==> src/drhp_pkg.sv <==
`default_nettype none
package drhp_pkg;

  // Largest column index the design tracks before saturating
  localparam int unsigned MAX_COLUMNS  = 2048;
  localparam int unsigned COL_FIELD_MX = 2047;
  localparam int unsigned COL_LIMIT    =
    ((MAX_COLUMNS - 1) > COL_FIELD_MX) ? COL_FIELD_MX : (MAX_COLUMNS - 1);

  localparam int unsigned VARINT_LONG  = 8;  // bytes carrying seven bits each
  localparam logic [63:0] TYPE_BLOB_MIN = 64'd12;
  localparam logic [63:0] TYPE_FIX_MAX  = 64'd9;

  // Parse phase, one-hot
  typedef enum logic [3:0] {
    PH_PAYLEN  = 4'b0001,
    PH_ROWID   = 4'b0010,
    PH_HDRLEN  = 4'b0100,
    PH_COLTYPE = 4'b1000
  } phase_e;

  // Field kind codes on the result channel
  localparam logic [1:0] KIND_PAYLEN  = 2'd0;
  localparam logic [1:0] KIND_ROWID   = 2'd1;
  localparam logic [1:0] KIND_HDRLEN  = 2'd2;
  localparam logic [1:0] KIND_COLTYPE = 2'd3;

  // Content size of serial types 0 to 9
  function automatic logic [62:0] fixed_size(input logic [3:0] t);
    logic [62:0] s;
    s = '0;
    case (t)
      4'd1:    s = 63'd1;
      4'd2:    s = 63'd2;
      4'd3:    s = 63'd3;
      4'd4:    s = 63'd4;
      4'd5:    s = 63'd6;
      4'd6:    s = 63'd8;
      4'd7:    s = 63'd8;
      default: s = '0;
    endcase
    return s;
  endfunction

endpackage
`default_nettype wire

==> src/drhp_if.sv <==
`default_nettype none
interface drhp_in_if;
  logic       valid;
  logic       ready;
  logic [7:0] data_byte;
  logic       cell_start;

  modport source (output valid, output data_byte, output cell_start, input ready);
  modport sink   (input valid, input data_byte, input cell_start, output ready);
endinterface

interface drhp_out_if;
  logic        valid;
  logic        ready;
  logic [1:0]  field_kind;
  logic [63:0] decoded_value;
  logic [62:0] content_size;
  logic [10:0] column_number;
  logic        reserved_type;
  logic        header_overrun;
  logic        last_column;

  modport source (output valid, output field_kind, output decoded_value,
                  output content_size, output column_number, output reserved_type,
                  output header_overrun, output last_column, input ready);
  modport sink   (input valid, input field_kind, input decoded_value,
                  input content_size, input column_number, input reserved_type,
                  input header_overrun, input last_column, output ready);
endinterface
`default_nettype wire

==> src/db_record_header_parser_core.sv <==
`default_nettype none
// Record header varint parser for table-leaf cells.
// in_i takes one cell byte per item; cell_start marks the first byte of a cell
// and restarts the parser. out_o gives one item per varint that completes or runs past
// the header end: payload length, row id, header length, then one serial type per
// column with its content size, column index and reserved, overrun and last-column
// flags. Bytes arriving while no cell is open give no item.
// Throughput: one byte per cycle while out_o is not stalled. The varint accumulator
// and the header byte counter are updated combinationally from the input register,
// so the parse loop closes every clock.
// Path: the last byte of a varint is captured in the input register, then the
// result register loads from it and presents the result on out_o.
// Reset: no cell is open and both registers are empty; the first byte with
// cell_start begins parsing.
// Stall: while out_o is stalled with a result pending, the result holds, the
// parser does not advance, the waiting byte stays in the input register and
// in_i drops ready until the result is taken.
module db_record_header_parser_core (
  input  wire            clk_i,
  input  wire            rst_ni,
  drhp_in_if.sink        in_i,
  drhp_out_if.source     out_o
);

  // Input register
  logic       in_vld_q;
  logic [7:0] in_byte_q;
  logic       in_start_q;

  // Parser state
  logic [63:0]          acc_q, acc_d;
  logic [3:0]           nbytes_q, nbytes_d;
  drhp_pkg::phase_e     phase_q, phase_d;
  logic [63:0]          hleft_q, hleft_d;
  logic [10:0]          col_q, col_d;
  logic                 done_q, done_d;

  // Result register
  logic        out_vld_q;
  logic [1:0]  kind_q, kind_d;
  logic [63:0] val_q, val_d;
  logic [62:0] size_q, size_d;
  logic [10:0] colnum_q, colnum_d;
  logic        rsv_q, rsv_d;
  logic        ovr_q, ovr_d;
  logic        last_q, last_d;
  logic        emit;

  logic advance;

  assign advance    = in_vld_q && (!out_vld_q || out_o.ready);
  assign in_i.ready = !in_vld_q || advance;

  // Capture the next byte
  always_ff @(posedge clk_i or negedge rst_ni) begin
    if (!rst_ni) begin
      in_vld_q <= 1'b0;
    end else if (in_i.ready) begin
      in_vld_q <= in_i.valid;
    end
  end

  always_ff @(posedge clk_i) begin
    if (in_i.ready && in_i.valid) begin
      in_byte_q  <= in_i.data_byte;
      in_start_q <= in_i.cell_start;
    end
  end

  // Decode one byte
  always_comb begin
    logic [63:0]      acc;
    logic [3:0]       nb;
    drhp_pkg::phase_e ph;
    logic [63:0]      hl;
    logic [10:0]      col;
    logic             dn;
    logic             complete;
    logic [63:0]      tmin;

    acc = acc_q;
    nb  = nbytes_q;
    ph  = phase_q;
    hl  = hleft_q;
    col = col_q;
    dn  = done_q;
    complete = 1'b0;
    tmin = '0;

    emit   = 1'b0;
    kind_d = drhp_pkg::KIND_PAYLEN;
    val_d  = '0;
    size_d = '0;
    colnum_d = '0;
    rsv_d  = 1'b0;
    ovr_d  = 1'b0;
    last_d = 1'b0;

    // Restart on cell start
    if (in_start_q) begin
      acc = '0;
      nb  = '0;
      ph  = drhp_pkg::PH_PAYLEN;
      hl  = '0;
      col = '0;
      dn  = 1'b0;
    end

    if (!dn) begin
      // Shift the byte into the accumulator
      if (nb < 4'(drhp_pkg::VARINT_LONG)) begin
        acc = {acc[56:0], in_byte_q[6:0]};
        complete = !in_byte_q[7];
      end else begin
        acc = {acc[55:0], in_byte_q};
        complete = 1'b1;
      end
      nb = nb + 4'd1;

      // Count down the header bytes
      if (ph == drhp_pkg::PH_COLTYPE && hl != '0) begin
        hl = hl - 64'd1;
      end

      if (ph == drhp_pkg::PH_COLTYPE && !complete && hl == '0) begin
        // Varint runs past header end
        emit     = 1'b1;
        kind_d   = drhp_pkg::KIND_COLTYPE;
        val_d    = acc;
        colnum_d = col;
        ovr_d    = 1'b1;
        acc = '0;
        nb  = '0;
        dn  = 1'b1;
      end else if (complete) begin
        emit  = 1'b1;
        val_d = acc;
        case (ph)
          drhp_pkg::PH_PAYLEN: begin
            kind_d = drhp_pkg::KIND_PAYLEN;
            ph     = drhp_pkg::PH_ROWID;
          end
          drhp_pkg::PH_ROWID: begin
            kind_d = drhp_pkg::KIND_ROWID;
            ph     = drhp_pkg::PH_HDRLEN;
          end
          drhp_pkg::PH_HDRLEN: begin
            kind_d = drhp_pkg::KIND_HDRLEN;
            if (acc < {60'd0, nb}) begin
              ovr_d = 1'b1;
              dn    = 1'b1;
            end else begin
              hl = acc - {60'd0, nb};
              if (hl == '0) begin
                dn = 1'b1;
              end else begin
                ph = drhp_pkg::PH_COLTYPE;
              end
            end
          end
          default: begin
            kind_d   = drhp_pkg::KIND_COLTYPE;
            colnum_d = col;
            last_d   = (hl == '0);
            tmin     = acc - drhp_pkg::TYPE_BLOB_MIN;
            if (acc <= drhp_pkg::TYPE_FIX_MAX) begin
              size_d = drhp_pkg::fixed_size(acc[3:0]);
            end else if (acc < drhp_pkg::TYPE_BLOB_MIN) begin
              rsv_d = 1'b1;
            end else begin
              // Blob and text sizes share the halved offset
              size_d = tmin[63:1];
            end
            if (col < 11'(drhp_pkg::COL_LIMIT)) begin
              col = col + 11'd1;
            end
            if (hl == '0) begin
              dn = 1'b1;
            end
          end
        endcase
        acc = '0;
        nb  = '0;
      end
    end

    acc_d    = acc;
    nbytes_d = nb;
    phase_d  = ph;
    hleft_d  = hl;
    col_d    = col;
    done_d   = dn;
  end

  // Advance parser state
  always_ff @(posedge clk_i or negedge rst_ni) begin
    if (!rst_ni) begin
      acc_q    <= '0;
      nbytes_q <= '0;
      phase_q  <= drhp_pkg::PH_PAYLEN;
      hleft_q  <= '0;
      col_q    <= '0;
      done_q   <= 1'b1;
    end else if (advance) begin
      acc_q    <= acc_d;
      nbytes_q <= nbytes_d;
      phase_q  <= phase_d;
      hleft_q  <= hleft_d;
      col_q    <= col_d;
      done_q   <= done_d;
    end
  end

  // Hold the result until taken
  always_ff @(posedge clk_i or negedge rst_ni) begin
    if (!rst_ni) begin
      out_vld_q <= 1'b0;
    end else if (advance) begin
      out_vld_q <= emit;
    end else if (out_o.ready) begin
      out_vld_q <= 1'b0;
    end
  end

  always_ff @(posedge clk_i) begin
    if (advance && emit) begin
      kind_q   <= kind_d;
      val_q    <= val_d;
      size_q   <= size_d;
      colnum_q <= colnum_d;
      rsv_q    <= rsv_d;
      ovr_q    <= ovr_d;
      last_q   <= last_d;
    end
  end

  assign out_o.valid          = out_vld_q;
  assign out_o.field_kind     = kind_q;
  assign out_o.decoded_value  = val_q;
  assign out_o.content_size   = size_q;
  assign out_o.column_number  = colnum_q;
  assign out_o.reserved_type  = rsv_q;
  assign out_o.header_overrun = ovr_q;
  assign out_o.last_column    = last_q;

endmodule
`default_nettype wire

==> src/flat_wrapper.sv <==
// flat-port wrapper written by rule: the top's interface ports become plain ports
module db_record_header_parser_core_flat 
  (clk_i, rst_ni, in_i_valid, in_i_data_byte, in_i_cell_start, in_i_ready, out_o_valid, out_o_field_kind, out_o_decoded_value, out_o_content_size, out_o_column_number, out_o_reserved_type, out_o_header_overrun, out_o_last_column, out_o_ready);
  drhp_in_if in_i_i ();
  drhp_out_if out_o_i ();
  input  wire clk_i;
  input  wire rst_ni;
  input wire logic [$bits(in_i_i.valid)-1:0] in_i_valid;
  input wire logic [$bits(in_i_i.data_byte)-1:0] in_i_data_byte;
  input wire logic [$bits(in_i_i.cell_start)-1:0] in_i_cell_start;
  output wire logic [$bits(in_i_i.ready)-1:0] in_i_ready;
  output wire logic [$bits(out_o_i.valid)-1:0] out_o_valid;
  output wire logic [$bits(out_o_i.field_kind)-1:0] out_o_field_kind;
  output wire logic [$bits(out_o_i.decoded_value)-1:0] out_o_decoded_value;
  output wire logic [$bits(out_o_i.content_size)-1:0] out_o_content_size;
  output wire logic [$bits(out_o_i.column_number)-1:0] out_o_column_number;
  output wire logic [$bits(out_o_i.reserved_type)-1:0] out_o_reserved_type;
  output wire logic [$bits(out_o_i.header_overrun)-1:0] out_o_header_overrun;
  output wire logic [$bits(out_o_i.last_column)-1:0] out_o_last_column;
  input wire logic [$bits(out_o_i.ready)-1:0] out_o_ready;
  assign in_i_i.valid = in_i_valid;
  assign in_i_i.data_byte = in_i_data_byte;
  assign in_i_i.cell_start = in_i_cell_start;
  assign in_i_ready = in_i_i.ready;
  assign out_o_valid = out_o_i.valid;
  assign out_o_field_kind = out_o_i.field_kind;
  assign out_o_decoded_value = out_o_i.decoded_value;
  assign out_o_content_size = out_o_i.content_size;
  assign out_o_column_number = out_o_i.column_number;
  assign out_o_reserved_type = out_o_i.reserved_type;
  assign out_o_header_overrun = out_o_i.header_overrun;
  assign out_o_last_column = out_o_i.last_column;
  assign out_o_i.ready = out_o_ready;
  db_record_header_parser_core u_core (.clk_i(clk_i), .rst_ni(rst_ni), .in_i(in_i_i), .out_o(out_o_i));
endmodule
==> config.mk <==
export PLATFORM = sky130hd
export DESIGN_NAME = db_record_header_parser_core_flat
export DESIGN_NICKNAME = d
export VERILOG_FILES = /design/src/drhp_pkg.sv /design/src/drhp_if.sv /design/src/db_record_header_parser_core.sv /design/src/flat_wrapper.sv
export SDC_FILE = /design/constraint.sdc
export NUM_CORES = 1
export LEC_CHECK = 0
export BUFFER_PORTS_ARGS = -buffer_cell sky130_fd_sc_hd__buf_2
export CAP_MARGIN = 5
export CORE_AREA = 2 2 210 212
export CTS_CLUSTER_DIAMETER = 120
export DETAILED_ROUTE_END_ITERATION = 6
export DIE_AREA = 0 0 212 214
export GPL_TIMING_DRIVEN = 0
export PLACE_DENSITY = 0.63
export SYNTH_ARGS = -nofsm -noshare
export SYNTH_HDL_FRONTEND = slang
export SYNTH_SLANG_ARGS = --single-unit
==> constraint.sdc <==
create_clock -name clk_i -period 21.2 [get_ports clk_i]
set_clock_uncertainty 0.05 [all_clocks]
set_input_delay 4.24 -clock clk_i [delete_from_list [all_inputs] [get_ports clk_i]]
set_output_delay 4.24 -clock clk_i [all_outputs]
set_load 0.02 [all_outputs]
=== After elaboration in Yosys (flattened, before gate mapping) ===
Cells that the tools add are included.

* Memories: 0
* Logic and storage cells: 122
* Memory bits (writable): 0
* Bits in read-only memories: 0
* Output and inout port bits: 145
* Latch bits: 0
* Input bits: 13
* Register bits: 295

* Reduce and logical (&&, ||, !) cells: 21
* Equality and inequality tests: 11
* Div/mod/pow operators: 0
* Multipliers: 0
* Shift-type cells: 0
* Mux-type cells: 62
* $add $sub $neg: 5
* Bitwise operators: 1
* Magnitude comparators: 5

{| class="wikitable"
|+ Operators by type and width
! operator !! count
|-
| $mux W64 || 12
|-
| $mux W57 || 4
|-
| $logic_not A64 Y1 || 2
|-
| $mux W63 || 2
|-
| $mux W11 || 9
|-
| $le A64 B4 Y1 const B || 1
|-
| $lt A64 B4 Y1 || 1
|-
| $lt A64 B4 Y1 const B || 1
|-
| $reduce_bool A64 Y1 || 1
|-
| $sub A64 B1 Y64 const B || 1
|-
| $sub A64 B4 Y64 || 1
|-
| $sub A64 B4 Y64 const B || 1
|-
| $mux W4 || 10
|-
| $pmux W4 S6 || 1
|-
| $eq A4 B3 Y1 const B || 5
|-
| $mux W1 || 19
|-
| $eq A4 B2 Y1 const B || 3
|-
| $pmux W4 S3 || 1
|-
| $add A11 B1 Y11 const B || 1
|-
| $lt A11 B11 Y1 const B || 1
|-
| $eq A4 B1 Y1 const B || 2
|-
| $reduce_or A7 Y1 || 1
|-
| $logic_and A1 B1 Y1 || 6
|-
| $pmux W2 S3 || 1
|-
| 12 further kinds || 18
|}

=== Longest topological paths before layout ===
Gate-level depths: netlist of run 1.

* Depth in word-level cells: 12
* Depth in mapped cells: 29
* Depth with buffers taken out: 17

=== Worst setup path before layout of run 1 ===
OpenSTA, ideal clock, no wires.

* Path kind: register to register
* From: register u_core.in_start_q
* To: register u_core.colnum_q[0], in the netlist u_core.out_o.column_number[0], enable pin
* Stages on the path, launching flop included: 28
* Clock period less this slack: 12.090 ns
* Arrival time: 11.392 ns
* Buffers on the path: 13
* Slack: 9.110 ns
* Library setup time: 0.648 ns
* Required time: 20.502 ns
* Cell sequence: edfxtp_1 buf_2 inv_1 buf_2 buf_2 buf_2 buf_2 buf_2 buf_1 buf_1 buf_1 nand2_1 ha_1 buf_2 nor3b_2 a21oi_1 clkbuf_1 nor2_1 nor4_1 a211oi_1 o21bai_1 or4b_2 nor4_1 and4_1 buf_4 nor2_2 buf_2 nor2_1

* Word-level cells in the longest chain between the ends: 10
* Elaborated cells on any way between the ends: 21
* Those cells by class: add/sub (1); order compare (1); eq/ne (1); mux (11); reduce/logical (7)

{| class="wikitable"
|+ RTL lines
! what !! RTL line !! text
|-
| start, declared || db_record_header_parser_core.sv:28 || <nowiki>logic in_start_q;</nowiki>
|-
| start signal, assigned || db_record_header_parser_core.sv:66 || <nowiki>in_start_q <= in_i.cell_start;</nowiki>
|-
| parallel branches: the longest is 8 deep, another holds $sub A64 B1 Y64 || - ||
|-
| $mux W1 (*) || db_record_header_parser_core.sv:109 || <nowiki>if (!dn) begin</nowiki>
|-
| $logic_and A1 B1 Y1 (*) || db_record_header_parser_core.sv:226 || <nowiki>if (advance && emit) begin</nowiki>
|-
| end signal, assigned || db_record_header_parser_core.sv:230 || <nowiki>colnum_q <= colnum_d;</nowiki>
|-
| end, declared || db_record_header_parser_core.sv:43 || <nowiki>logic [10:0] colnum_q, colnum_d;</nowiki>
|}

Mark *: on every way between the ends. The select of a mux whose other input is x is not followed.
A chain may end at the register's enable or synchronous reset.

=== Worst setup path in the final report of run 1 ===
* From: register u_core.in_start_q
* To: register u_core.colnum_q[8], in the netlist u_core.out_o.column_number[8], enable pin

The elaborated chain is that of the path after synthesis.

==> results.sh, run 1 <==
export IMPL_status="complete, no violations"
export IMPL_end_kind="flop"
export IMPL_drc_errors=0
export IMPL_async_reset_ff_share_pct=48.5
export IMPL_synthMostInstantiatedCell="nor2_1"
export IMPL_cts_root_buf="clkbuf_16"
export IMPL_p_clk_share_pct=27.8
export IMPL_cts_buffer_depth=3
export IMPL_whs_ns=0.453
export IMPL_synthFlopType="edfxtp_1"
export IMPL_r2r_start="u_core.in_start_q"
export IMPL_grt_pass1_vias=18700
export IMPL_grt_max_degree=94
export IMPL_dp_slack_ns=10.00
export IMPL_cp_max_fo=39
export IMPL_layout_nets=2357
export IMPL_ctsHoldBuffers=0
export IMPL_vias=19600
export IMPL_p_sw_share_pct=42.7
export IMPL_synthCells=2132
export IMPL_overflow=0
export IMPL_ys_seq_elements=295
export IMPL_r2r_slack_ns=9.42
export IMPL_ys_top_cells_by_area="edfxtp_1, dfrtp_1, nor2_1"
export IMPL_fp_dieArea_sq_um=45400
export IMPL_antenna_found_initial=1
export IMPL_tns_ns=0
export IMPL_avgRoutedWirePerCell_um=30.7
export IMPL_drv_cap=0
export IMPL_yosys_top_cells_count="nor2_1, nand2_1, a21oi_1"
export IMPL_ys_warn_count=0
export IMPL_p_sw_mw=0.948
export IMPL_rsz0062_at_grt="no"
export IMPL_power_density_nw_per_um2=101
export IMPL_clkTransAtPathRegs_ns=0.06
export IMPL_antenna_left=0
export IMPL_required_ns=21.40
export IMPL_cts_resized=0
export IMPL_dieWidth_um=212
export IMPL_cts_sinks=295
export IMPL_numPortBuffers=157
export IMPL_p_int_mw=1.27
export IMPL_synth_cell_types=94
export IMPL_synth_top_area_share_pct=23.8
export IMPL_yosysSeqAreaShare_pct=42.5
export IMPL_tightest_slew_ns=1.29
export IMPL_avgViaCountPerCell=6.65
export IMPL_finalHoldViolCount=0
export IMPL_tritoncts="yes"
export IMPL_grt_pass1_wl_um=130000
export IMPL_htree_levels=2
export IMPL_crit_type="flop to flop"
export IMPL_rows=76
export IMPL_crit_slowest_cell="o41ai_1"
export IMPL_combPwrFrac_pct=39.9
export IMPL_diodes=0
export IMPL_grt_usage_pct=39.5
export IMPL_hold_class="flop to flop"
export IMPL_ioPinCount=158
export IMPL_cts_made_buffers=35
export IMPL_start_util_pct=44.6
export IMPL_worstRegToRegCells=29
export IMPL_met3_length_um=9340
export IMPL_finalCriticalPeriod_ns=11.78
export IMPL_fmax_ghz=0.0849
export IMPL_hold_path_depth=2
export IMPL_finalSetupViolCount=0
export IMPL_hold_end="u_core.nbytes_q[2]"
export IMPL_hpwl_um=69000
export IMPL_seqPwrFrac_pct=32.3
export IMPL_routed_wl_um=90400
export IMPL_fp_dieH_um=214
export IMPL_drive_gt1_share_pct=14.5
export IMPL_synth_area_sq_um=19100
export IMPL_cpMostUsedCell="buf_2"
export IMPL_finalCritPeriodShare_pct=55.5
export IMPL_worstHoldStart="u_core.nbytes_q[2]"
export IMPL_postSynthAreaPerCell_sq_um=8.98
export IMPL_drtPass1Iterations=6
export IMPL_p_leak_nw=8.39
export IMPL_synth_edff_count=152
export IMPL_core_area_sq_um=42900
export IMPL_crit_start="u_core.in_start_q"
export IMPL_finalMaxSlewViolations=0
export IMPL_place_congestion=1.07
export IMPL_highest_layer="met5"
export IMPL_cpPeakStageDelay_ns=1.00
export IMPL_clk_latency_ns=0.56
export IMPL_fin_ws_ns=9.42
export IMPL_syn2layout_area_growth_pct=14.6
export IMPL_relSlewSlack_pct=13.1
export IMPL_postCtsSetupRepairBufs=0
export IMPL_fillers=4079
export IMPL_rr_endpoint="u_core.out_o.column_number[8]"
export IMPL_critPathArrivalTime_ns=11.97
export IMPL_wl_met1_um=34800
export IMPL_synth_area_leader_cell="edfxtp_1"
export IMPL_wl_met2_um=38700
export IMPL_vdd_ir_drop_max_uv=67.9
export IMPL_drt_iter0_markers=2609
export IMPL_cp_start_kind="flop"
export IMPL_synth_fp_nets=2157
[per-stage QoR]
stage                     utilization, %  cell area, sq um  power [mW]  instances
after floorplan                        -             19100        1.26       2132
after global placement              48.2             20700        1.57       2874
after detailed placement            48.4             20800        1.57       2879
after CTS                           51.1             21900        2.18       2943
after global routing                51.2             21900        2.29       2944
final                               51.2             21900        2.22       2944
[layout by cell type, fill, tap and decap left out, types with 40 or more instances in the layout]
cell / Yosys / routed
nor2_1: 248 / 247
buf_2: 45 / 203
nand2_1: 198 / 198
a21oi_1: 165 / 165
edfxtp_1: 152 / 152
dfrtp_1: 141 / 141
o21ai_0: 98 / 98
nor3_1: 87 / 87
clkbuf_1: 73 / 82
xnor2_1: 78 / 78
a22o_1: 60 / 60
nor4_1: 53 / 53
xor2_1: 53 / 53
nand3_1: 48 / 48
nor2b_1: 47 / 47
inv_1: 41 / 41
nand2b_1: 40 / 40
[worst max path at each step]
stage	endpoint	slack, ns	cells past startpoint
floorplan	u_core.out_o.column_number[0]	9.11	27
global placement	u_core.out_o.column_number[6]	3.45	27
detailed placement	u_core.out_o.column_number[3]	10.00	30
CTS	u_core.out_o.header_overrun	9.98	29
global route	u_core.out_o.field_kind[1]	9.27	29
finish	u_core.out_o.column_number[8]	9.42	29
[power groups by stage]
stage | clock network [mW] | registers [mW] | logic, mW
final | 0.618 | 0.717 | 0.887
after global routing | 0.645 | 0.721 | 0.922
after CTS | 0.625 | 0.713 | 0.846
after detailed placement | 0 | 0.724 | 0.842
after global placement | 0 | 0.731 | 0.840
after floorplan | 0 | 0.742 | 0.514
[cells by family after synthesis]
family / share of synthesized area [%]
flops: 42.5
mux: 2.46
fa+ha+maj: 0.823
compound gates: 18.5
xor+xnor: 5.99
simple gates: 25.4
buf+inv: 4.29
[area by class of cell]
type / count / area (sq um) / share of cell area (%)
Tap cell: 585 / 732 / 3.34
Clock inverter: 17 / 195 / 0.890
Clock buffer: 47 / 962 / 4.39
Sequential cell: 295 / 8150 / 37.1
Multi-Input combinational cell: 1649 / 10200 / 46.4
Timing Repair Buffer: 163 / 893 / 4.07
Inverter: 42 / 158 / 0.719
Buffer: 146 / 664 / 3.03
[worst max-delay path: cells and delay by family (launching register included)]
family	cells	cell delay, ns
fa+ha+maj	1	0.25
compound gates	3	1.76
xor+xnor	1	0.11
flops	1	0.36
buf+inv	16	6.10
simple gates	8	2.68
[state kept, by name, summed over array words and instances (netlist names), 2 cells and up]
| name | cells |
|---|---|
| u_core.nbytes_q | 4 |
| u_core.col_q | 11 |
| u_core.phase_q | 4 |
| u_core.out_o.decoded_value | 64 |
| u_core.out_o.content_size | 63 |
| u_core.out_o.field_kind | 2 |
| u_core.out_o.column_number | 11 |
| u_core.in_byte_q | 8 |
| u_core.acc_q | 57 |
| u_core.hleft_q | 64 |
[routing by layer]
| layer | GRT usage [%] | vias up |
|---|---|---|
| li1 | - | 8308 |
| met1 | 51.6 | 9459 |
| met3 | 7.84 | 382 |
| met4 | 27.6 | 2 |
| met2 | 58.7 | 1424 |
| met5 | 0 | - |
No activity file was read; power rests on OpenSTA's default activity.
==> run 2: changes to the inputs <==
==> constraint.sdc (replaced) <==
create_clock -name clk_i -period 11.1 [get_ports clk_i]
set_clock_uncertainty 0.05 [all_clocks]
set_input_delay 2.22 -clock clk_i [delete_from_list [all_inputs] [get_ports clk_i]]
set_output_delay 2.22 -clock clk_i [all_outputs]
set_load 0.02 [all_outputs]
==> run 2 against run 1 <==
Net effect: the run now ends with design-rule violations, max-capacitance violations, max-slew violations, negative setup slack left; routed wire length is 0.47% lower; die area stayed put; sequential share of layout area hardly changed; cell area hardly changed; flip-flop and latch count stayed put; clock power is 94% higher; count of clock-buffer cells in the layout is 3 lower; critical path type unchanged; worst hold slack better by 0.032 ns; first-iteration DRC count is 2.7% higher; combinational power is 92% higher; register-to-register slack worse by 9.7 ns.
==> results.sh, run 2 (synthesis gave the netlist of run 1 again) <==
export IMPL_clk_latency_ns=0.57
export IMPL_layout_nets=2356
export IMPL_grt_usage_pct=39.2
export IMPL_place_congestion=1.07
export IMPL_avgViaCountPerCell=6.59
export IMPL_dp_cells=2879
export IMPL_fin_util_pct=51.2
export IMPL_ioPinCount=158
export IMPL_drv_cap=1
export IMPL_rows=76
export IMPL_end_kind="flop"
export IMPL_status="complete, but fails checks"
export IMPL_syn2layout_area_growth_pct=14.7
export IMPL_crit_type="flop to flop"
export IMPL_antenna_left=0
export IMPL_cts_root_buf="clkbuf_16"
export IMPL_finalSetupViolCount=3
export IMPL_relSlewSlack_pct=-1.78
export IMPL_diodes=0
export IMPL_avgRoutedWirePerCell_um=30.6
export IMPL_drt_iter0_markers=2679
export IMPL_cp_start_kind="flop"
export IMPL_vdd_ir_drop_max_uv=218
export IMPL_clkTransAtPathRegs_ns=0.06
export IMPL_routed_wl_um=90000
export IMPL_hpwl_um=69900
export IMPL_final_cell_mix="nor2_1, buf_2, nand2_1"
export IMPL_dp_slack_ns=0.101
export IMPL_place_area_sq_um=20800
export IMPL_tritoncts="yes"
export IMPL_hold_class="flop to flop"
export IMPL_htree_levels=2
export IMPL_postCtsSetupRepairBufs=0
export IMPL_drc_errors=6
export IMPL_drive_gt1_share_pct=14.4
export IMPL_fp_dieH_um=214
export IMPL_mostFrequentLayoutCell="nor2_1"
export IMPL_violations="design-rule violations, max-capacitance violations, max-slew violations, negative setup slack"
export IMPL_design_area_sq_um=22000
export IMPL_critPathArrivalTime_ns=11.74
export IMPL_finalMaxSlewViolations=5
export IMPL_numPortBuffers=157
export IMPL_cts_buffer_depth=3
export IMPL_core_area_sq_um=42900
export IMPL_start_util_pct=44.6
export IMPL_grt_max_degree=92
export IMPL_antenna_found_initial=0
export IMPL_cts_sinks=295
export IMPL_grt_pass1_wl_um=129000
export IMPL_rsz0062_at_grt="no"
export IMPL_p_total_mw=4.27
export IMPL_finalHoldViolCount=0
export IMPL_fin_cells=2942
export IMPL_fp_dieArea_sq_um=45400
export IMPL_tns_ns=-0.680
export IMPL_fin_ws_ns=-0.279
export IMPL_cts_made_buffers=34
export IMPL_fmax_ghz=0.0879
export IMPL_whs_ns=0.485
export IMPL_cp_max_fo=10
export IMPL_finalCriticalPeriod_ns=11.38
export IMPL_p_leak_nw=8.41
export IMPL_vias=19400
export IMPL_cts_resized=0
export IMPL_power_density_nw_per_um2=194
export IMPL_overflow=0
export IMPL_finalCritPeriodShare_pct=103
export IMPL_tightest_slew_ns=1.51
export IMPL_drtPass1Iterations=7
export IMPL_required_ns=11.46
export IMPL_grt_pass1_vias=18700
export IMPL_ctsHoldBuffers=0
export IMPL_dieWidth_um=212
-- run 2: changes by cell type in the layout (fill, tap and decap cells not counted), sizes merged --
cell	delta
nor2	+1
clkinvlp	-3
clkinv	+4
inv	-2
bufinv	+2
buf	-2
clkbuf	-2
-- run 2: layout make-up --
| type | instances | area (sq um) |
|---|---|---|
| Fill cell | 4132 | 20900 |
| Clock buffer | 44 | 952 |
| Tap cell | 585 | 732 |
| Sequential cell | 295 | 8150 |
| Buffer | 146 | 666 |
| Timing Repair Buffer | 162 | 885 |
| Clock inverter | 18 | 215 |
| Inverter | 42 | 158 |
| Multi-Input combinational cell | 1650 | 10200 |
-- run 2: final timing paths --
check | startpoint | end | slack [ns] | cells past startpoint
max | u_core.in_start_q | u_core.phase_q[3] | -0.28 | 26
min | u_core.nbytes_q[2] | u_core.nbytes_q[2] | 0.48 | 2
max reg2reg | u_core.in_start_q | u_core.phase_q[3] | -0.28 | 26
min reg2reg | u_core.nbytes_q[2] | u_core.nbytes_q[2] | 0.48 | 2
max in group asynchronous | rst_ni | u_core.acc_q[21] | 8.54 | 2
min in group asynchronous | rst_ni | u_core.hleft_q[47] | 1.56 | 1
-- run 2: per-layer routing --
layer  track usage (%)  up-vias  part of all wire [%]
met5                 0        -                     0
met4              23.7        0                   7.1
met3              6.69      350                   9.1
met2              60.7     1381                    44
met1              51.3     9366                    40
li1                  -     8293                     -
-- run 2: power breakdown --
group	internal, mW	switching [mW]
clock	0.724	0.480
combinational	0.474	1.22
sequential	1.27	0.0973
total	2.47	1.80
-- run 2: worst max-delay path, stage by stage (launching register included) --
cell,delay (ns)
edfxtp_1,0.33
buf_2,0.30
buf_2,0.37
buf_4,0.26
buf_4,0.24
buf_2,0.49
buf_2,0.47
buf_2,0.44
buf_1,0.66
buf_2,0.46
buf_2,0.47
buf_2,0.55
buf_2,0.45
buf_1,0.86
nor2b_1,0.11
ha_1,0.40
fa_1,0.45
nand2b_1,0.18
a21oi_1,0.74
nor2_1,0.32
nand4_1,0.38
nor2_1,0.10
xnor2_1,0.43
or4b_2,0.63
nor4_1,0.29
nand3_1,0.33
a32o_1,0.42
